### src/fxalu_pkg.sv
`default_nettype none
package fxalu_pkg;

	localparam int WORD_W = 32;
	localparam int FRAC_W = 8;

	typedef enum logic [3:0] {
		OP_ADD = 4'd0, OP_SUB = 4'd1, OP_MUL = 4'd2, OP_DIV = 4'd3,
		OP_MIN = 4'd4, OP_MAX = 4'd5, OP_EQ = 4'd6, OP_NE = 4'd7,
		OP_LT = 4'd8, OP_GT = 4'd9, OP_LE = 4'd10, OP_GE = 4'd11,
		OP_INC = 4'd12, OP_DEC = 4'd13, OP_FROM_INT = 4'd14, OP_TO_INT = 4'd15
	} op_t;

	typedef struct packed {
		logic [3:0] action;
		logic signed [WORD_W-1:0] operand_a;
		logic signed [WORD_W-1:0] operand_b;
	} in_item_t;

	typedef struct packed {
		logic signed [WORD_W-1:0] result_value;
		logic compare_true;
		logic overflow;
		logic divide_by_zero;
	} out_item_t;

	// Item handed from the front part to the back part.
	typedef struct packed {
		op_t op;
		logic signed [WORD_W-1:0] a;
		logic signed [WORD_W-1:0] b;
		logic neg;
		logic [WORD_W-1:0] mag_a;
		logic [WORD_W-1:0] mag_b;
	} work_t;

endpackage
`default_nettype wire

### src/fxalu_front.sv
`default_nettype none
// Front part: registers accepted items and precomputes signs and magnitudes.
module fxalu_front (
	input  wire logic clk,
	input  wire logic arst_n,
	input  wire logic in_valid,
	output logic in_stall,
	input  wire fxalu_pkg::in_item_t in_data,
	output logic w_valid,
	input  wire logic w_stall,
	output fxalu_pkg::work_t w_data
);
	logic v_q;
	fxalu_pkg::work_t d_q;
	fxalu_pkg::work_t nxt;

	assign in_stall = v_q && w_stall;
	assign w_valid = v_q;
	assign w_data = d_q;

	// Classify the operation and take absolute values.
	always_comb begin
		nxt.op = fxalu_pkg::op_t'(in_data.action);
		nxt.a = in_data.operand_a;
		nxt.b = in_data.operand_b;
		nxt.neg = in_data.operand_a[fxalu_pkg::WORD_W-1] ^ in_data.operand_b[fxalu_pkg::WORD_W-1];
		nxt.mag_a = in_data.operand_a[fxalu_pkg::WORD_W-1] ? -in_data.operand_a : in_data.operand_a;
		nxt.mag_b = in_data.operand_b[fxalu_pkg::WORD_W-1] ? -in_data.operand_b : in_data.operand_b;
	end

	always_ff @(posedge clk or negedge arst_n) begin
		if (!arst_n) begin
			v_q <= 1'b0;
		end else if (!in_stall) begin
			v_q <= in_valid;
		end
	end

	always_ff @(posedge clk) begin
		if (in_valid && !in_stall) begin
			d_q <= nxt;
		end
	end
endmodule
`default_nettype wire

### config.mk
export PLATFORM = sky130hd
export DESIGN_NAME = fxalu_front
export DESIGN_NICKNAME = d
export VERILOG_FILES = /design/src/fxalu_pkg.sv /design/src/fxalu_front.sv
export SDC_FILE = /design/constraint.sdc
export NUM_CORES = 1
export LEC_CHECK = 0
export BUFFER_PORTS_ARGS = -buffer_cell sky130_fd_sc_hd__clkbuf_2
export CORE_ASPECT_RATIO = 0.8
export CORE_MARGIN = 2
export CORE_UTILIZATION = 49
export CTS_BUF_LIST = sky130_fd_sc_hd__clkbuf_16
export CTS_CLUSTER_SIZE = 12
export DETAILED_ROUTE_END_ITERATION = 16
export GPL_ROUTABILITY_DRIVEN = 0
export HOLD_SLACK_MARGIN = 0.05
export PLACE_DENSITY = 0.79
export SYNTH_ARGS = -nofsm -noshare
export SYNTH_HDL_FRONTEND = slang
export SYNTH_SLANG_ARGS = --single-unit
### constraint.sdc
create_clock -name clk -period 9.9 [get_ports clk]
set_clock_uncertainty 0.2 [all_clocks]
set_input_delay 2.475 -clock clk [delete_from_list [all_inputs] [get_ports clk]]
set_output_delay 2.475 -clock clk [all_outputs]
set_load 0.1 [all_outputs]
# == Word-level counts from Yosys, hierarchy flattened ==
# Index checks and enable logic that the tools add are counted.
# totals
register_bits,134
inputBits,72
out_inout_bits,135
word_cells,17
# op_classes
addsub,2
mux,2
bitwise_logic,1
n_reduce_logical,3
# op_table
operator,n
$neg A32 Y32,2
$mux W31,2
$logic_and A1 B1 Y1,2
$logic_not A1 Y1,1
$xor A1 B1 Y1,1

# == Depth between registers and ports, before layout ==
# Gate-level depths: netlist of run 1.
# depth
ltp_word,3
mapped_depth,6
mapped_depth_nobuf,6

# == Least setup slack after synthesis of run 1 ==
# OpenSTA, ideal clock, no wires.
# synth_timing
kind,input -> register
start,in w_stall
end,"reg d_q, in the netlist w_data[0] (enable)"
setup_ns,0.635
arrival_time_ns,8.850
required_ns,9.065
path_slack_ns,0.215
stages,2
path_buffers,0
cell_sequence,and2_1 nor2b_1
# synth_between
elab_chain_cells,3
# synth_lines
item,line_no,rtl
from (decl),fxalu_front.sv:10,"input wire logic w_stall,"
$logic_and A1 B1 Y1,fxalu_front.sv:17,assign in_stall = v_q && w_stall;
$logic_not A1 Y1,fxalu_front.sv:40,if (in_valid && !in_stall) begin
$logic_and A1 B1 Y1,fxalu_front.sv:40,
to (signal assigned),fxalu_front.sv:41,d_q <= nxt;
to (decl),fxalu_front.sv:14,fxalu_pkg::work_t d_q;
# Every way passes these cells.
# A chain may end at the register's enable or synchronous reset.

# == Worst setup path in the final report of run 1 ==
# layout_timing
start,in w_stall
end,out in_stall
# layout_between
elab_chain_cells,1
# layout_lines
item,line_no,rtl
$logic_and A1 B1 Y1,fxalu_front.sv:17,
to (decl),fxalu_front.sv:7,"output logic in_stall,"
# Every way passes these cells.

==> impl_metrics.ini, run 1 <==
[grt]
antenna_found_initial = 0
overflow = 0
grt_max_degree = 77
grt_util_met1 = 0.2697
grt_pass1_vias = 3904
grt_use_total = 0.2112
grt_pass1_wl_um = 19580
gr-max-usage-layer = met2
met2_usage = 0.3415
use_met3 = 0.05845

[final_layout]
drive_above_1_share = 0.4493
syn2layout_area_growth_pct = 33.95
final_common_cell = clkbuf_2
nFillCells = 767
design_area_sq_um = 7386
diodes = 0
fin_util = 0.6756
seq_area_sq_um = 3959
final_nets = 636
multi_input_area_sq_um = 1498
layout_common_cells = 206 x clkbuf_2, 131 x edfxtp_1, 58 x xnor2_1

[power]
ir_worst_vdd_mv = 0.1718
leakagePower_nw = 2.842
power-per-cell-area_nw_per_um2 = 239.6

[timing]
rsz0062_at_grt = false
relSlewSlack = 0.3807
setup_violations = 0
slew_violations = 0
fin_crit_ns = 5.909
finalCritPeriodShare = 0.5969
fin_setup_tns_ns = 0
worst_slack_ns = 3.991
worstMarginPinSlew_ns = 0.9289
fmax_mhz = 169.2
finalHoldViolCount = 0

[cts]
ctsResizeCount = 0
cts_buffers = 17
ctsHoldBuffers = 0
cts_htree_levels = 4
root_buffer = clkbuf_16
cts_tree = built
clock_sinks = 132
path_clk_slew_ns = 0.05
clk_latency_ns = 0.40
postCtsSetupBuffers = 0
clk_path_buf_depth = 2

[synth]
synth_fp_nets = 419
synth_edf_count = 131
synth-warning-count = 0
syn_inst = 343
syn_area_per_cell_sq_um = 16.08
ys_seq_area_frac = 0.7179
postSynth.asyncResetShare = 0.007576
synth_seq_cells = 132
ys.flop_type = edfxtp_1
syn_area_sq_um = 5514
synth.distinct_cells = 40

[floorplanning]
die-area_sq_um = 12120
core_sq_um = 10930
die_w_um = 122.6
pin_count = 207
start_util = 0.5043
die_y_um = 98.88
rows = 34

[flow_run]
drv_cap = 0

[place]
hpwl_um = 8994
place_area_sq_um = 6701
io_buffers = 206
dp_slack_ns = 4.011

[setup_path]
critPathCaptureType = primary output
critPathMaxStageDelay_ns = 0.48
cp_cell_sequence = clkbuf_2, and2_1, clkbuf_2
slowest_stage = clkbuf_2
arrival_ns = 3.23
cp_data_required_time_ns = 7.23
cp-start-kind = input port
cp_max_fo = 3
path_class = in -> out
cp_common_cell = clkbuf_2

[detailed_routing]
route.detailed.drc = 0
dr_total_vias = 3814
via_per_inst = 5.327
drt-initial-drc-count = 267
wl_per_cell_um = 17.58
wirelength_um = 12590
ant_nets = 0
dr.pass1.iters = 4

[status]
status = completed

[worst_hold_path]
hp-class = reg -> reg
[per-stage QoR]
stage	power [mW]	hold slack [ns]	cells
after floorplan	0.9892	1.685	343
after global placement	1.052	0.4929	685
after detailed placement	1.058	0.5156	685
after CTS	1.780	0.5558	716
after global routing	1.817	0.5714	716
final	1.770	0.5347	716
[final timing paths]
path / startpoint / to / slack [ns] / cells past startpoint
worst max-delay path: w_stall / in_stall / 3.99 / 3
worst min-delay path: w_valid / w_valid / 0.53 / 2
worst max register to register: w_valid / w_data[33] / 7.15 / 4
worst min register to register: w_valid / w_valid / 0.53 / 2
max in group asynchronous: arst_n / w_valid / 7.77 / 1
min in group asynchronous: arst_n / w_valid / 1.64 / 1
[area by class of cell]
class	instances	area share
well taps	144	0.02439
clock buffers	17	0.05760
repair buffers	208	0.1416
inverters	5	0.002541
flip-flops and latches	132	0.5360
multi-input cells	196	0.2028
clock inverters	14	0.03507
[cell usage after synthesis (all sizes together), types with 7 or more instances]
library cell,instances,area share
edfxtp,131,0.71
nand2,19,0.013
nand4,7,0.0091
nor2,8,0.0054
nor4,9,0.015
o21ai,14,0.013
o31ai,22,0.032
o41ai,14,0.029
or3,9,0.011
or4,7,0.012
xnor2,58,0.092
[logic make-up (layout without fill, tap and decap cells)]
| family | after synthesis | in the layout | synth area share |
|---|---|---|---|
| buf+inv | 15 | 244 | 0.01180 |
| xor+xnor | 59 | 59 | 0.09372 |
| simple gates | 83 | 83 | 0.09327 |
| compound gates | 50 | 50 | 0.07420 |
| fa+ha+maj | 4 | 4 | 0.009077 |
| flops | 132 | 132 | 0.7179 |
[metal layers]
metal,vias to the layer above,share of wire
met3,18,0.070
met5,-,0
met1,1853,0.42
li1,1779,-
met2,164,0.50
met4,0,0.016
[sequential cells by signal, summed over array words and instances, names as in the netlist]
name and flops:
w_data 131, w_valid 1
[worst max-delay path: cells and delay by family]
family | cells | cell delay, ns
buffers and inverters | 2 | 0.56
AND/OR/NAND/NOR | 1 | 0.19
[where the power goes]
group	leakage (nW)	internal (mW)	switching, mW	total, mW
Combinational	1.26	0.0559	0.319	0.375
Clock	0.324	0.496	0.229	0.724
Sequential	1.26	0.661	0.00949	0.671
No activity file was read; power rests on OpenSTA's default activity.
==> inputs of run 2 (changes only) <==
--- a/config.mk
+++ b/config.mk
@@ -5,16 +5,17 @@
 export SDC_FILE = /design/constraint.sdc
 export NUM_CORES = 1
 export LEC_CHECK = 0
+export ABC_AREA = 1
 export BUFFER_PORTS_ARGS = -buffer_cell sky130_fd_sc_hd__clkbuf_2
 export CORE_ASPECT_RATIO = 0.8
 export CORE_MARGIN = 2
-export CORE_UTILIZATION = 49
+export CORE_UTILIZATION = 46
 export CTS_BUF_LIST = sky130_fd_sc_hd__clkbuf_16
 export CTS_CLUSTER_SIZE = 12
 export DETAILED_ROUTE_END_ITERATION = 16
 export GPL_ROUTABILITY_DRIVEN = 0
 export HOLD_SLACK_MARGIN = 0.05
-export PLACE_DENSITY = 0.79
+export PLACE_DENSITY = 0.76
 export SYNTH_ARGS = -nofsm -noshare
 export SYNTH_HDL_FRONTEND = slang
 export SYNTH_SLANG_ARGS = --single-unit
==> constraint.sdc (replaced) <==
create_clock -name clk -period 5 [get_ports clk]
set_clock_uncertainty 0.2 [all_clocks]
set_input_delay 1.25 -clock clk [delete_from_list [all_inputs] [get_ports clk]]
set_output_delay 1.25 -clock clk [all_outputs]
set_load 0.1 [all_outputs]
==> impl_metrics.ini, run 2 <==
[timing]
worst_slack_ns = 1.597
fin_crit_ns = 3.403
slew_violations = 0
finalHoldViolCount = 0
relSlewSlack = 0.3904
worstMarginPinSlew_ns = 0.9143
fmax_mhz = 293.9
rsz0062_at_grt = false
setup_violations = 0
fin_setup_tns_ns = 0
whs_ns = 0.3070
finalCritPeriodShare = 0.6805

[synth]
synth_fa_ha_area_frac = 0.008285
syn_inst = 580
ys_seq_area_frac = 0.6553
synth_edf_count = 131
synth_compound_area_frac = 0.02941
synthXorXnorAreaFrac = 0.04205
muxShareOfSynthArea = 0
syn_area_per_cell_sq_um = 10.42
ys.flop_type = edfxtp_1
synth.distinct_cells = 25
synth_top_family_by_area = simple AND/OR/NAND/NOR gates
synth-warning-count = 0
ys_top_cells_by_count = 186 x nand2_1, 131 x edfxtp_1, 90 x nor2_1
postSynth.asyncResetShare = 0.007576
yosys.area_share.simple = 0.2266
synth_fp_nets = 656
synth_top_area_frac = 0.6512
yosys.area.top_type = edfxtp_1
yosys-top-cells-area = edfxtp_1 65%, nand2_1 12%, nor2_1 5.6%
synth_most_common_cell = nand2_1
synth_seq_cells = 132
syn_area_sq_um = 6041

[final_layout]
fin_util = 0.6067
largest_reg_flops = 131
diodes = 0
design_area_sq_um = 7780
syn2layout_area_growth_pct = 28.79
final_common_cell = clkbuf_2
drive_above_1_share = 0.3157
multi_input_area_sq_um = 1858
layout_common_cells = 206 x clkbuf_2, 186 x nand2_1, 131 x edfxtp_1
seq_area_sq_um = 3959
final_nets = 875
nFillCells = 1076
stdcell_count = 986

[cts]
ctsResizeCount = 0
cts_htree_levels = 4
path_clk_slew_ns = 0.05
clk_path_buf_depth = 2
cts_buffers = 17
cts_tree = built
postCtsSetupBuffers = 0
root_buffer = clkbuf_16
clk_latency_ns = 0.42
ctsHoldBuffers = 0
clock_sinks = 132

[flow_run]
drv_cap = 0

[floorplanning]
core_sq_um = 12820
start_util = 0.4711
rows = 37
die_y_um = 106.5
die_w_um = 132.1
pin_count = 207
die-area_sq_um = 14070

[detailed_routing]
top_layer = met4
drt-initial-drc-count = 502
wirelength_um = 15120
m1WireLength_um = 6611
dr_wl_met3_um = 1544
dr.pass1.iters = 7
via_per_inst = 4.962
ant_nets = 0
wl_per_cell_um = 15.33
dr_total_vias = 4893
dr_wl_met2_um = 6724
route.detailed.drc = 0

[power]
leakagePower_nw = 3.441
ir_worst_vdd_mv = 0.2284
p_total_mw = 3.195
power-per-cell-area_nw_per_um2 = 410.6

[setup_path]
r2r_start = w_valid
arrival_ns = 1.95
path_class = in -> out
critPathCaptureType = primary output
cp_max_fo = 2
r2r_slack_ns = 3.05
cp_data_required_time_ns = 3.55
cp-start-kind = input port
rr_endpoint = w_data[63]
rr_worst_depth = 4

[grt]
overflow = 0
grt_pass1_wl_um = 23490
grt_use_total = 0.2213
grt_pass1_vias = 4487
grt_max_degree = 74
antenna_found_initial = 0

[place]
dp_slack_ns = 1.594
hpwl_um = 11270
place_area_sq_um = 7254
dp.cells = 955
io_buffers = 206

[worst_hold_path]
hold_path_depth = 2
hp-class = reg -> reg
min_to = w_valid
hp-start = w_valid

[status]
status = completed
-- run 2: cell types whose count changed in the layout (fill, tap and decap cells not counted), moves of 12 or more --
cell / previous run / this run
nand2_1: 19 / 186
nor2_1: 8 / 89
inv_1: 5 / 47
xnor2_1: 58 / 16
nand3_1: 3 / 32
o31ai_1: 21 / 0
xor2_1: 1 / 13
-- run 2: cell families after synthesis --
logic type	count (synthesis)
xor+xnor	29
compound gates	29
fa+ha+maj	4
flops	132
buf+inv	54
simple gates	332
-- run 2: power by group --
| group | switching [mW] | internal [mW] | total [mW] | leakage (nW) |
|---|---|---|---|---|
| clock network | 0.444 | 0.665 | 1.11 | 0.263 |
| logic | 0.655 | 0.107 | 0.761 | 1.92 |
| registers | 0.0180 | 1.31 | 1.32 | 1.26 |
| total | 1.12 | 2.08 | 3.19 | 3.44 |
-- run 2: cell type report --
type | count | share of cell area
Clock buffer | 17 | 0.05468
Clock inverter | 14 | 0.01287
Inverter | 46 | 0.02219
Multi-Input combinational cell | 394 | 0.2388
Sequential cell | 132 | 0.5088
Tap cell | 175 | 0.02814
Timing Repair Buffer | 208 | 0.1344
-- run 2: per-layer routing --
metal / vias up / global-route usage
met3: 19 / 0.07010
met4: 0 / 0.08851
met2: 259 / 0.3211
met5: - / 0
met1: 2243 / 0.3093
li1: 2372 / -
-- run 2: critical path, cell delays in order --
cell      delay [ns]
clkbuf_2        0.07
nand2_1         0.05
inv_1           0.11
clkbuf_2        0.47
-- run 2: worst max-delay path by stage --
| stage | start | slack (ns) | cells after the start | endpoint |
|---|---|---|---|---|
| after global routing | w_stall | 1.53 | 4 | in_stall |
| final | w_stall | 1.60 | 4 | in_stall |
| after floorplan | w_stall | 0.55 | 3 | w_data[0] |
| after global placement | w_stall | 1.60 | 4 | in_stall |
| after CTS | w_stall | 1.59 | 4 | in_stall |
| after detailed placement | w_stall | 1.59 | 4 | in_stall |
