$ cat config.mk
export PLATFORM = sky130hd
export DESIGN_NAME = fxalu_queue
export DESIGN_NICKNAME = d
export VERILOG_FILES = /design/src/fxalu_pkg.sv /design/src/fxalu_queue.sv
export SDC_FILE = /design/constraint.sdc
export NUM_CORES = 1
export LEC_CHECK = 0
export BUFFER_PORTS_ARGS = -buffer_cell sky130_fd_sc_hd__buf_2
export CAP_MARGIN = 0
export CORE_ASPECT_RATIO = 1.2
export CORE_MARGIN = 3
export CORE_UTILIZATION = 56
export DETAILED_ROUTE_END_ITERATION = 8
export GPL_TIMING_DRIVEN = 0
export MAX_ROUTING_LAYER = met4
export PLACE_DENSITY = 0.94
export SLEW_MARGIN = 20
export SYNTH_ARGS = -nofsm -noshare
export SYNTH_HDL_FRONTEND = slang
export SYNTH_SLANG_ARGS = --single-unit
$ cat constraint.sdc
create_clock -name clk -period 17.41 [get_ports clk]
set_input_delay 0 -clock clk [delete_from_list [all_inputs] [get_ports clk]]
set_output_delay 0 -clock clk [all_outputs]
set_load 0.01 [all_outputs]
$ cat src/fxalu_pkg.sv
`default_nettype none
package fxalu_pkg;

	localparam int WORD_W = 32;
	localparam int FRAC_W = 8;

	typedef enum logic [3:0] {
		OP_ADD = 4'd0, OP_SUB = 4'd1, OP_MUL = 4'd2, OP_DIV = 4'd3,
		OP_MIN = 4'd4, OP_MAX = 4'd5, OP_EQ = 4'd6, OP_NE = 4'd7,
		OP_LT = 4'd8, OP_GT = 4'd9, OP_LE = 4'd10, OP_GE = 4'd11,
		OP_INC = 4'd12, OP_DEC = 4'd13, OP_FROM_INT = 4'd14, OP_TO_INT = 4'd15
	} op_t;

	typedef struct packed {
		logic [3:0] action;
		logic signed [WORD_W-1:0] operand_a;
		logic signed [WORD_W-1:0] operand_b;
	} in_item_t;

	typedef struct packed {
		logic signed [WORD_W-1:0] result_value;
		logic compare_true;
		logic overflow;
		logic divide_by_zero;
	} out_item_t;

	// Item handed from the front part to the back part.
	typedef struct packed {
		op_t op;
		logic signed [WORD_W-1:0] a;
		logic signed [WORD_W-1:0] b;
		logic neg;
		logic [WORD_W-1:0] mag_a;
		logic [WORD_W-1:0] mag_b;
	} work_t;

endpackage
`default_nettype wire

$ cat src/fxalu_queue.sv
`default_nettype none
// Two-entry queue between the front and back parts.
module fxalu_queue (
	input  wire logic clk,
	input  wire logic arst_n,
	input  wire logic i_valid,
	output logic i_stall,
	input  wire fxalu_pkg::work_t i_data,
	output logic o_valid,
	input  wire logic o_stall,
	output fxalu_pkg::work_t o_data
);
	fxalu_pkg::work_t mem_q [2];
	logic wp_q, rp_q;
	logic [1:0] cnt_q;
	logic push, pop;

	assign i_stall = (cnt_q == 2'd2);
	assign o_valid = (cnt_q != 2'd0);
	assign o_data = mem_q[rp_q];
	assign push = i_valid && !i_stall;
	assign pop = o_valid && !o_stall;

	always_ff @(posedge clk or negedge arst_n) begin
		if (!arst_n) begin
			wp_q <= 1'b0;
			rp_q <= 1'b0;
			cnt_q <= 2'd0;
		end else begin
			if (push) wp_q <= ~wp_q;
			if (pop) rp_q <= ~rp_q;
			cnt_q <= cnt_q + {1'b0, push} - {1'b0, pop};
		end
	end

	always_ff @(posedge clk) begin
		if (push) begin
			mem_q[wp_q] <= i_data;
		end
	end

	a_cnt: assert property (@(posedge clk) disable iff (!arst_n) cnt_q <= 2'd2)
		else $error("queue count out of range");
	a_nopush_full: assert property (@(posedge clk) disable iff (!arst_n)
		(cnt_q == 2'd2) |-> !push) else $error("push into full queue");
	a_pop_empty: assert property (@(posedge clk) disable iff (!arst_n)
		(cnt_q == 2'd0) |=> (cnt_q <= 2'd1)) else $error("queue grew by two");
endmodule
`default_nettype wire

# ---- Word-level counts from Yosys, hierarchy flattened
# Memory sizes are Yosys's and may differ from the RTL's.
# Cells that the tools add are included.
dict set report classes {
  addsub 2
  mul 0
  n_div 0
  magnitude_cmp 0
  eq_ne 1
  shifts 0
  mux 2
  n_bitwise 2
  reduce_logical 5
}
# operator count
set ops {}
lappend ops {{2-bit by 1-bit adder with 2-bit output} 1}
lappend ops {{2-bit == test (second input constant)} 1}
lappend ops {{1-bit logical AND} 2}
lappend ops {{1-bit logical NOT} 2}
lappend ops {{1-bit two-way mux} 2}
lappend ops {{1-bit inverter} 2}
lappend ops {{2-bit nonzero test} 1}
lappend ops {{2-bit by 1-bit subtractor with 2-bit output} 1}
dict set report word_totals {
  register_bits 4
  latchBits 0
  ramBits 266
  rom_bits 0
  input_bits 137
  output_inout_bits 135
  word_cells 16
  memories 1
}
# memory words word_bits rd rd_clocked_by_memory_dff write_ports line_no
set memory_table {}
lappend memory_table {mem_q 2 133 1 0 1 fxalu_queue.sv:13} ;# fxalu_pkg::work_t mem_q [2];

# ---- Depth between registers and ports, before layout
# Gate-level depths: netlist (run 1).
dict set report logic_depth {
  ltp_word 5
  ltp_mapped 7
  depth_no_buf 7
}

# ---- Worst setup path before layout (run 1)
# OpenSTA, ideal clock, no wires.
dict set report synth_path {
  path_kind {register to register}
  from {register cnt_q[1]}
  to {memory mem_q[0][0] (netlist name), enable pin}
  setup_time_ps 627
  arrival_ps 6113
  required_time_ps 16783
  setup_slack_ps 10670
  stages_incl_launch_ff 4
  n_path_buf 0
  period_less_slack_ps 6740
  path_cell_list {dfrtp_1 -> nand2b_1 -> nand2_1 -> nor2_1}
}
dict set report synth_via {
  elab_chain_len 5
}
# element line_no
set synth_rtl {}
lappend synth_rtl {{from (decl)} fxalu_queue.sv:15} ;# logic [1:0] cnt_q;
lappend synth_rtl {{from (signal assigned)} fxalu_queue.sv:32} ;# cnt_q <= cnt_q + {1'b0, push} - {1'b0, pop};
lappend synth_rtl {{2-bit == test} fxalu_queue.sv:18} ;# assign i_stall = (cnt_q == 2'd2);
lappend synth_rtl {{1-bit logical NOT} fxalu_queue.sv:21} ;# assign push = i_valid && !i_stall;
lappend synth_rtl {{1-bit logical AND} fxalu_queue.sv:21}
lappend synth_rtl {{1-bit two-way mux} fxalu_queue.sv:37} ;# if (push) begin
lappend synth_rtl {{1-bit two-way mux (implied by the code)} fxalu_queue.sv:38} ;# mem_q[wp_q] <= i_data;
lappend synth_rtl {{to (decl)} fxalu_queue.sv:13}
# No other way between the ends.

# ---- Final worst setup path (run 1)
dict set report layout_path {
  from {register cnt_q[0]}
  to {memory mem_q[0][30] (netlist name), enable pin}
}
# The elaborated chain is that of the path after synthesis.

==> results of run 1 <==
## power by group through the flow
stage          clock network (mW)  registers (mW)  logic (mW)
2_1_floorplan                   0           0.952       0.445
3_3_place_gp                    0           0.970       0.664
3_5_place_dp                    0           0.937       0.730
4_1_cts                     0.558           0.925       0.759
5_1_grt                     0.591           0.941       0.810
6_report                    0.556           0.929       0.765
## registers in the layout, indices dropped and copies added, names as in the netlist
name	cells
rp_q	1
cnt_q	2
mem_q	266
wp_q	1
## repair_timing
action                                 4_1_cts  5_1_grt
endpoints found under the hold margin      272        0
hold buffers                               137        0
setup endpoints to repair                    0        0
## routing by layer
metal | GRT usage, % | up-vias | share of wire [%]
met5 | - | - | 0
met4 | 8.342 | 0 | 2.9
met3 | 4.698 | 50 | 6.5
met2 | 45.05 | 287 | 56
met1 | 28.54 | 2894 | 35
li1 | - | 2621 | -
## cell usage in the layout (no fill, tap or decap), types with 2 or more instances in the layout
master,synthesis,routed
bufinv_16,0,3
inv_1,2,2
buf_16,0,8
mux2_4,60,60
clkbuf_16,0,27
ha_1,2,2
edfxtp_1,266,266
buf_6,8,8
xnor2_1,3,3
dfrtp_1,4,4
clkinv_1,0,8
clkbuf_1,0,4
dlygate4sd3_1,0,137
mux2_2,73,73
clkinv_2,0,3
buf_2,7,278
diode_2,0,2
## final cells by class
cell class | count | area, um2
plain buffers | 15 | 125.1
clock buffers | 31 | 690.7
diodes | 2 | 5.005
inverters | 2 | 7.507
flip-flops and latches | 270 | 8088
fillers | 795 | 3435
multi-input cells | 145 | 1828
repair buffers | 417 | 2968
well taps | 220 | 275.3
clock inverters | 16 | 151.4
## kinds of logic after synthesis
family | after synthesis | synth area share, %
adders and majority gates | 2 | 0.2493
buffers and inverters | 17 | 1.322
muxes | 133 | 17.17
and+or+nand+nor | 6 | 0.3242
DFF | 270 | 80.59
xor gates and xnor gates | 4 | 0.3491
## final timing paths
check | slack [ps] | endpoint | from | cells past startpoint
min in group asynchronous | 430 | wp_q$_DFFE_PN0N_ | arst_n | 3
max in group asynchronous | 16770 | cnt_q[1]$_DFF_PN0_ | arst_n | 3
worst min register to register | 580 | wp_q$_DFFE_PN0N_ | wp_q$_DFFE_PN0N_ | 1
worst max-delay path | 15110 | mem_q[0][30]$_DFFE_PP_ | cnt_q[0]$_DFF_PN0_ | 7
worst max register to register | 15110 | mem_q[0][30]$_DFFE_PP_ | cnt_q[0]$_DFF_PN0_ | 7
worst min-delay path | 210 | mem_q[1][26]$_DFFE_PP_ | i_data[26] | 2
## metrics by stage
step           utilization (%)  hold slack, ps  cells  instance area, um2  worst slack (ps)
2_1_floorplan                -          -295.6    432               10040             10670
3_3_place_gp             66.39          -188.5    923               11670              7853
3_5_place_dp             67.83          -175.5    932               11920             15240
4_1_cts                  80.43           185.9   1116               14130             15210
5_1_grt                  80.46           201.7   1118               14140             15050
6_report                 80.46           211.8   1118               14140             15110
==> results.txt, run 1 <==
DIE AREA -> 19570 um2
Routed vias/inst -> 5.234
Dominant cells by area after synthesis -> edfxtp_1 80%, mux2_4 9.0%, mux2_2 8.2%
Starting density of the core -> 57.11%
Synth Warn # -> 0
CP startpoint kind -> flop
DR vias -> 5852
CTS sink cnt -> 270
Clk root buf -> clkbuf_16
GPL Wtd Cong -> 0.7895
Relative slew slack -> 59.53%
Number of flops mapped to enable cells by yosys -> 266
Residual DRC -> 0
Fin. max-slew vios -> 0
P_leak -> 5.577 nW
WL final -> 24310 um
Routed Antenna Nets -> 0
Antenna violations before repair -> 2
Outcome -> finished, final reports clean
First DRT Iteration DRCs -> 344
CP Max Fanout -> 17
Synth unique cells -> 16
Worst Setup End Kind -> flop
Top cell family by delay on the critical path -> simple AND/OR/NAND/NOR gates
Clock power share -> 24.7%
Final Cycle Share -> 13.20%
Post-synth top area share -> 79.59%
Worst Max-Slew Pin Slew -> 607.0 ps
Most common cell in the synthesized netlist -> edfxtp_1
P_int -> 1.590 mW
Setup Total Neg Slack -> 0 ps
Critical path buffer and inverter count -> 4
Class of the worst hold path -> in -> reg
HPWL after DPL -> 14160 um
Reg power frac -> 41.3%
FF+latch count, synth -> 270
Core area -> 17570 um2
Most frequent cells after synthesis -> 266 x edfxtp_1, 73 x mux2_2, 60 x mux2_4, 8 x buf_6, 7 x buf_2
Layout cell share with drive strength beyond 1 -> 52.01%
Pwr Total -> 2.251 mW
Sequential share of the synthesized area -> 80.59%
Worst-Skew Late Latency -> 510 ps
Num CTS Buffers -> 26
Final-report setup violation count -> 0
CP Cell Sequence -> nand2b_1 -> nand2_1 -> nor2_4 -> buf_16 -> buf_16 -> buf_16 -> buf_16
Final Net Count -> 1016
Critical Path Max Stage Delay -> 410 ps
Cts repair resizes -> 0
H-Tree Depth -> 1
Area grow syn2layout -> 40.88%
PD cells -> 159.2 nW/um2
First-pass GRT wire length -> 36780 um
TritonCTS clock tree -> yes
Min Tclk post-route -> 2297 ps
Deepest clock path buffer count -> 3
Total congestion overflow -> 0
Num ports -> 272
Gr usage total -> 25.32%
Largest net degree at the start of global routing -> 55
Data arrival, critical path -> 2520 ps
Synth Instances -> 432
Top FF cell, synth -> edfxtp_1
Data required time of the critical path -> 17630 ps
Buffers on Ports -> 271
Syn avg cell area -> 23.23 um2
Switch Pwr -> 0.6606 mW
Clock skew after layout -> 14.61 ps
Post-DR wirelength/cell -> 21.74 um
F_max -> 435.3 MHz
Die width -> 128.2 um
Ys async rst share -> 1.481%
Final-report hold violation count -> 0
Leading area contributor after synthesis -> edfxtp_1
Crit-path most repeated cell -> buf_16
Setup Buffers After CTS -> 0
Comb pwr share -> 34.0%
Die span in y -> 152.6 um
Number of global-route vias before repair -> 6620
Post-Syn Nets -> 571
Sw frac -> 29.35%
# rows -> 53
CP Class -> reg -> reg
Clk pin slew, worst setup/hold paths -> 60 ps
Post-synthesis cell area -> 10040 um2
Worst VDD drop -> 0.1125 mV
RSZ-0062 raised after global routing -> false
Max_cap viols -> 0
TritonRoute pass-1 iters -> 5
Slowest CP cell -> dfrtp_1
Power figures use the tool's default switching activity.
==> inputs of run 2 (changes only) <==
--- a/config.mk
+++ b/config.mk
@@ -5,15 +5,16 @@
 export SDC_FILE = /design/constraint.sdc
 export NUM_CORES = 1
 export LEC_CHECK = 0
+export ABC_AREA = 1
 export BUFFER_PORTS_ARGS = -buffer_cell sky130_fd_sc_hd__buf_2
 export CAP_MARGIN = 0
 export CORE_ASPECT_RATIO = 1.2
 export CORE_MARGIN = 3
-export CORE_UTILIZATION = 56
+export CORE_UTILIZATION = 52
 export DETAILED_ROUTE_END_ITERATION = 8
 export GPL_TIMING_DRIVEN = 0
 export MAX_ROUTING_LAYER = met4
-export PLACE_DENSITY = 0.94
+export PLACE_DENSITY = 0.89
 export SLEW_MARGIN = 20
 export SYNTH_ARGS = -nofsm -noshare
 export SYNTH_HDL_FRONTEND = slang
==> constraint.sdc (replaced) <==
create_clock -name clk -period 2.2 [get_ports clk]
set_input_delay 0 -clock clk [delete_from_list [all_inputs] [get_ports clk]]
set_output_delay 0 -clock clk [all_outputs]
set_load 0.01 [all_outputs]
==> run 2 against run 1 <==
Against the previous run:
- clock-buffer cell count rose by 1
- largest power group unchanged
- critical path type unchanged
- critical endpoint is now mem_q[1][63]$_DFFE_PP_
- clock skew fell by 5.9 ps
- global-route usage rose by 1.4 points
- sequential power rose to 7.9 times the previous value
==> results.txt, run 2 <==
Data required time of the critical path -> 2410 ps (-15220 ps)
Residual DRC -> 0 (unchanged)
GPL Wtd Cong -> 0.7503 (-5.0%)
Antenna violations before repair -> 2 (unchanged)
Reg with most FFs -> mem_q
Ys async rst share -> 1.481% (unchanged)
Outcome -> finished, final reports clean
Max FFs per register -> 266 (unchanged)
Top cell family by delay on the critical path -> simple AND/OR/NAND/NOR gates
Worst VDD drop -> 0.9411 mV (+740%)
Final Net Count -> 1312 (+29%)
Post-synth top area share -> 80.71% (+1.1 points)
DIE AREA -> 20730 um2 (+5.9%)
Area grow syn2layout -> 40.95% (about the same)
Final-report hold violation count -> 0 (unchanged)
# rows -> 54 (+1.9%)
Synth Instances -> 728 (+69%)
Cts repair resizes -> 0 (unchanged)
Clk pin slew, worst setup/hold paths -> 70 ps (about the same)
Worst Setup End Kind -> flop
Core area -> 18450 um2 (+5.0%)
Critical Path Max Stage Delay -> 590 ps (+180 ps)
FF+latch count, synth -> 270 (unchanged)
Footprint of the multi-input gates -> 1608 um2 (-12%)
PD cells -> 1269 nW/um2 (+700%)
Min Tclk post-route -> 2017 ps (-280.2 ps)
H-Tree Depth -> 1 (unchanged)
Number of global-route vias before repair -> 7816 (+18%)
CP Max Fanout -> 27 (+10)
WL final -> 27180 um (+12%)
Buffers on Ports -> 271 (unchanged)
Num ports -> 272 (unchanged)
Post-Syn Nets -> 867 (+52%)
Commonest non-fill, non-tap cell in the layout -> nand2_1
HPWL after DPL -> 15140 um (+6.9%)
Final-report setup violation count -> 0 (unchanged)
Clock skew after layout -> 8.739 ps (-5.873 ps)
Max_cap viols -> 0 (unchanged)
Num CTS Buffers -> 26 (unchanged)
Class of the worst hold path -> in -> reg
Routed vias/inst -> 5.071 (-3.1%)
First DRT Iteration DRCs -> 540 (+57%)
Worst reg2reg startpoint -> cnt_q[0]$_DFF_PN0_
Synth Warn # -> 0 (unchanged)
Final core occ -> 75.63% (-4.8 points)
Routed Antenna Nets -> 0 (unchanged)
Most frequent cells in the layout -> 410 x nand2_1, 291 x buf_2, 266 x edfxtp_1
Syn avg cell area -> 13.59 um2 (-41%)
Worst Max-Slew Pin Slew -> 727.5 ps (+120.6 ps)
CP startpoint kind -> flop
Die span in y -> 157.1 um (+2.9%)
Hold path startpoint -> i_data[99]
Post-synthesis cell area -> 9897 um2 (-1.4%)
Critical path buffer and inverter count -> 3 (-1)
Fin. max-slew vios -> 0 (unchanged)
Largest regs -> mem_q: 266 flops, cnt_q: 2 flops
Number of flops mapped to enable cells by yosys -> 266 (unchanged)
Worst-Skew Late Latency -> 520 ps (about the same)
Total congestion overflow -> 0 (unchanged)
F_max -> 495.7 MHz (+14%)
Sequential share of the synthesized area -> 81.72% (+1.1 points)
Final Cycle Share -> 91.69% (+78 points)
First-pass GRT wire length -> 41950 um (+14%)
Worst Setup SP -> cnt_q[0]$_DFF_PN0_
Crit-path most repeated cell -> nand2_2
CP Class -> reg -> reg
Dominant cells by area after synthesis -> edfxtp_1 81%, nand2_1 16%, buf_2 1.0%
Layout cell share with drive strength beyond 1 -> 29.22% (-23 points)
Leading area contributor after synthesis -> edfxtp_1
TritonRoute pass-1 iters -> 5 (unchanged)
CP Cell Sequence -> inv_2 -> nand2_2 -> nand2_2 -> nor2_4 -> buf_16 -> buf_12
Gr usage total -> 26.70% (+1.4 points)
Setup Buffers After CTS -> 0 (unchanged)
Clk root buf -> clkbuf_16
Most common cell in the synthesized netlist -> nand2_1
Sequential cell area -> 8088 um2 (unchanged)
Data arrival, critical path -> 2230 ps (-290 ps)
CTS sink cnt -> 270 (unchanged)
Fillcell total -> 1009 (+27%)
Starting density of the core -> 53.66% (-3.5 points)
Setup Total Neg Slack -> 0 ps (unchanged)
TritonCTS clock tree -> yes
Largest net degree at the start of global routing -> 36 (-35%)
Relative slew slack -> 51.38% (-8.2 points)
Post-DR wirelength/cell -> 18.81 um (-13%)
RSZ-0062 raised after global routing -> false
Die width -> 131.9 um (+2.9%)
DR vias -> 7327 (+25%)
P_leak -> 6.063 nW (+8.7%)
Most frequent cells after synthesis -> 412 x nand2_1, 266 x edfxtp_1, 20 x buf_2, 10 x inv_1, 7 x buf_4
Deepest clock path buffer count -> 3 (unchanged)
Synth unique cells -> 11 (-5)
Top FF cell, synth -> edfxtp_1
Slowest CP cell -> nor2_4
==> run 2: report_power, final <==
group	internal (mW)	total, mW	leakage [nW]	switching, mW
clock	2.34	4.15	0.379	1.81
combinational	2.17	6.24	3.16	4.07
sequential	7.00	7.31	2.52	0.311
total	11.5	17.7	6.06	6.19
==> run 2: logic make-up (layout without fill, tap and decap cells) <==
family	count (synthesis)	after routing	share of synthesized area [%]
and+or+nand+nor	416	416	15.82
DFF	270	270	81.72
buffers and inverters	40	503	2.212
adders and majority gates	2	2	0.2528
other	0	2	0
==> run 2: area by class of cell <==
type / count / area share (%)
Sequential cell: 270 / 57.98
Antenna cell: 2 / 0.03588
Tap cell: 252 / 2.260
Clock inverter: 14 / 0.6189
Inverter: 11 / 0.3408
Multi-Input combinational cell: 418 / 11.53
Timing Repair Buffer: 417 / 21.01
Buffer: 29 / 1.256
Clock buffer: 32 / 4.978
==> run 2: what timing repair did <==
action                                  4_1_cts  5_1_grt
hold endpoints to repair                    272        0
endpoints found under the setup margin        0        0
hold buffers                                137        0
==> run 2: per-layer routing <==
metal	wire (um)	track usage, %	share of wire [%]	vias up
li1	-	-	-	3350
met1	9279	28.96	34	3499
met2	14800	49.12	54	416
met3	2378	5.563	8.7	62
met4	720	8.854	2.6	0
met5	0	-	0	-
==> run 2: worst paths after layout <==
check / to / slack, ps / cells after the start
setup / recovery: mem_q[1][63]$_DFFE_PP_ / 180 / 6
hold / removal: mem_q[1][99]$_DFFE_PP_ / 210 / 2
hold reg to reg: wp_q$_DFFE_PN0N_ / 480 / 2
min in group asynchronous: cnt_q[1]$_DFF_PN0_ / 380 / 3
setup reg to reg: mem_q[1][63]$_DFFE_PP_ / 180 / 6
max in group asynchronous: wp_q$_DFFE_PN0N_ / 1660 / 3
==> run 2: per-stage QoR <==
stage / std cells / area (um2) / setup slack [ps] / hold WS (ps) / total power [mW]
floorplan: 728 / 9918 / -746.0 / -295.6 / 10.56
global route: 1445 / 13950 / 35.04 / 202.1 / 18.53
finish: 1445 / 13950 / 182.8 / 207.9 / 17.70
global placement: 1251 / 11590 / -1751 / -190.7 / 12.80
CTS: 1443 / 13940 / 191.8 / 184.8 / 17.45
detailed placement: 1260 / 11790 / 225.7 / -189.8 / 13.15
==> inputs of run 3 (changes only) <==
--- a/config.mk
+++ b/config.mk
@@ -10,11 +10,11 @@
 export CAP_MARGIN = 0
 export CORE_ASPECT_RATIO = 1.2
 export CORE_MARGIN = 3
-export CORE_UTILIZATION = 52
+export CORE_UTILIZATION = 35
 export DETAILED_ROUTE_END_ITERATION = 8
 export GPL_TIMING_DRIVEN = 0
 export MAX_ROUTING_LAYER = met4
-export PLACE_DENSITY = 0.89
+export PLACE_DENSITY = 0.67
 export SLEW_MARGIN = 20
 export SYNTH_ARGS = -nofsm -noshare
 export SYNTH_HDL_FRONTEND = slang
==> run 3 against run 2 <==
Against the previous run:
- clock power increased by 6.7%
- total power up 0.28%
- sequential power fell by 0.8%
- critical path type unchanged
- critical endpoint is now mem_q[0][117]$_DFFE_PP_
- largest power group unchanged
- highest routed layer unchanged
==> results.txt, run 3 (synthesis results as in run 2) <==
Fillcell total -> 2292 (+130%)
Hold path startpoint -> i_data[10]
Outcome -> finished, final reports clean
Reg with most FFs -> mem_q
Max FFs per register -> 266 (unchanged)
DR vias -> 6875 (-6.2%)
Clock skew after layout -> 16.67 ps (+7.936 ps)
Gr usage total -> 15.76% (-11 points)
Worst-Skew Late Latency -> 530 ps (about the same)
TritonRoute pass-1 iters -> 5 (unchanged)
Final Net Count -> 1314 (+0.15%)
Buffers on Ports -> 271 (unchanged)
Pwr Total -> 17.75 mW (+0.28%)
Clk pin slew, worst setup/hold paths -> 60 ps (about the same)
Clk root buf -> clkbuf_16
GPL Wtd Cong -> 0.7254 (-3.3%)
Max_cap viols -> 0 (unchanged)
CP Max Fanout -> 31 (+15%)
Fin. max-slew vios -> 0 (unchanged)
Commonest non-fill, non-tap cell in the layout -> nand2_1
P_leak -> 6.126 nW (+1.0%)
Worst reg2reg path endpoint -> mem_q[0][117]$_DFFE_PP_
CP Cell Sequence -> inv_2 -> nand2_2 -> nand3_2 -> clkinvlp_4 -> buf_12 -> buf_16
Hold depth -> 2 (unchanged)
CP startpoint kind -> flop
Deepest clock path buffer count -> 3 (unchanged)
# rows -> 66 (+22%)
Largest net degree at the start of global routing -> 32 (-11%)
WL final -> 23630 um (-13%)
PD cells -> 1248 nW/um2 (-1.6%)
CP Class -> reg -> reg
R2R depth -> 6 (unchanged)
CTS sink cnt -> 270 (unchanged)
Met3 usage -> 4.355% (-1.2 points)
Data arrival, critical path -> 2290 ps (+60 ps)
Final core occ -> 51.72% (-24 points)
Area grow syn2layout -> 43.69%
Final Cycle Share -> 91.52% (-0.16 points)
Core area -> 27500 um2 (+49%)
Antenna violations before repair -> 1 (-1)
DIE AREA -> 30340 um2 (+46%)
H-Tree Depth -> 1 (unchanged)
Most frequent cells in the layout -> 410 x nand2_1, 291 x buf_2, 266 x edfxtp_1
First-pass GRT wire length -> 37320 um (-11%)
Hold slack -> 190.6 ps (-17.25 ps)
Data required time of the critical path -> 2480 ps (+70 ps)
Slowest CP cell -> clkinvlp_4
Layout cell share with drive strength beyond 1 -> 29.85% (+0.63 points)
HPWL after DPL -> 15380 um (+1.6%)
Number of global-route vias before repair -> 7177 (-8.2%)
Final-report hold violation count -> 0 (unchanged)
First DRT Iteration DRCs -> 332 (-39%)
TritonCTS clock tree -> yes
Die width -> 159.5 um (+21%)
Critical Path Max Stage Delay -> 520 ps (-70 ps)
Worst Setup End Kind -> flop
Final-report setup violation count -> 0 (unchanged)
Setup Buffers After CTS -> 0 (unchanged)
Met1 Usage GRT -> 16.88% (-12 points)
Relative slew slack -> 57.83% (+6.4 points)
Total congestion overflow -> 0 (unchanged)
Setup Total Neg Slack -> 0 ps (unchanged)
Placed cell areas -> 11980 um2 (+1.6%)
Hold Path End -> mem_q[1][10]$_DFFE_PP_
Class of the worst hold path -> in -> reg
Worst reg2reg startpoint -> cnt_q[0]$_DFF_PN0_
Num ports -> 272 (unchanged)
Num CTS Buffers -> 27 (+3.8%)
Post-DR wirelength/cell -> 15.04 um (-20%)
Fin area -> 14220 um2 (+1.9%)
F_max -> 496.6 MHz (+0.18%)
R2R Setup Slk -> 190 ps (about the same)
Starting density of the core -> 35.99% (-18 points)
Routed vias/inst -> 4.376 (-14%)
Die span in y -> 190.2 um (+21%)
RSZ-0062 raised after global routing -> false
Residual DRC -> 0 (unchanged)
Worst Max-Slew Pin Slew -> 631.3 ps (-96.29 ps)
Routed Antenna Nets -> 0 (unchanged)
Busiest grt layer -> met2
Worst VDD drop -> 0.8784 mV (-6.7%)
Largest regs -> mem_q: 266 flops, cnt_q: 2 flops
M2 GR Usage -> 28.36% (-21 points)
Min Tclk post-route -> 2014 ps (-3.622 ps)
-- run 3: cell count changes in the layout (fill, tap and decap cells not counted), sizes merged --
cell	delta
clkinv	+1
bufinv	+2
buf	+1
clkbuf	-2
inv	+3
diode	-1
-- run 3: layout make-up --
| cell class | count | area (um2) | share of cell area, % |
|---|---|---|---|
| timing repair buffer | 418 | 2965 | 20.85 |
| clock buffer | 30 | 686.9 | 4.830 |
| inverter | 11 | 47.55 | 0.3343 |
| clock inverter | 20 | 180.2 | 1.267 |
| buffer | 29 | 175.2 | 1.232 |
| multi-input combinational | 418 | 1608 | 11.31 |
| antenna | 1 | 2.502 | 0.01760 |
| sequential | 270 | 8088 | 56.87 |
| tap | 374 | 467.9 | 3.291 |
-- run 3: worst max path at each step --
stage / startpoint / endpoint / slack (ps) / depth (start not counted)
final: cnt_q[0]$_DFF_PN0_ / mem_q[0][117]$_DFFE_PP_ / 190 / 6
after global routing: cnt_q[0]$_DFF_PN0_ / mem_q[0][4]$_DFFE_PP_ / 30 / 6
after CTS: cnt_q[0]$_DFF_PN0_ / mem_q[0][20]$_DFFE_PP_ / 150 / 6
after detailed placement: cnt_q[0]$_DFF_PN0_ / mem_q[0][116]$_DFFE_PP_ / 160 / 6
after global placement: cnt_q[0]$_DFF_PN0_ / mem_q[0][115]$_DFFE_PP_ / -1990 / 4
after floorplan: cnt_q[1]$_DFF_PN0_ / mem_q[1][0]$_DFFE_PP_ / -750 / 3
-- run 3: routing by layer --
| metal | vias to the layer above | wire [um] |
|---|---|---|
| met1 | 3217 | 8836 |
| met2 | 256 | 12270 |
| met5 | - | 0 |
| met3 | 53 | 1891 |
| li1 | 3349 | - |
| met4 | 0 | 627 |
-- run 3: power breakdown --
group / leakage, nW / internal [mW] / switching, mW
Combinational: 3.18 / 2.20 / 3.87
Sequential: 2.52 / 7.00 / 0.255
Clock: 0.427 / 2.60 / 1.83
-- run 3: worst max-delay path: cells and delay by family, from the launching register on --
family / cells / cell delay (ps)
buf+inv: 4 / 1170
flops: 1 / 390
simple gates: 2 / 160
-- run 3: repair_timing --
item,in CTS,in global routing
gates resized for setup,0,0
hold buffers,137,0
hold endpoints to repair,282,0
-- run 3: stage by stage --
step | std cells | worst slack [ps]
global route | 1571 | 34.58
detailed placement | 1383 | 160.2
floorplan | 728 | -746.0
CTS | 1570 | 154.8
finish | 1571 | 186.5
global placement | 1373 | -1990
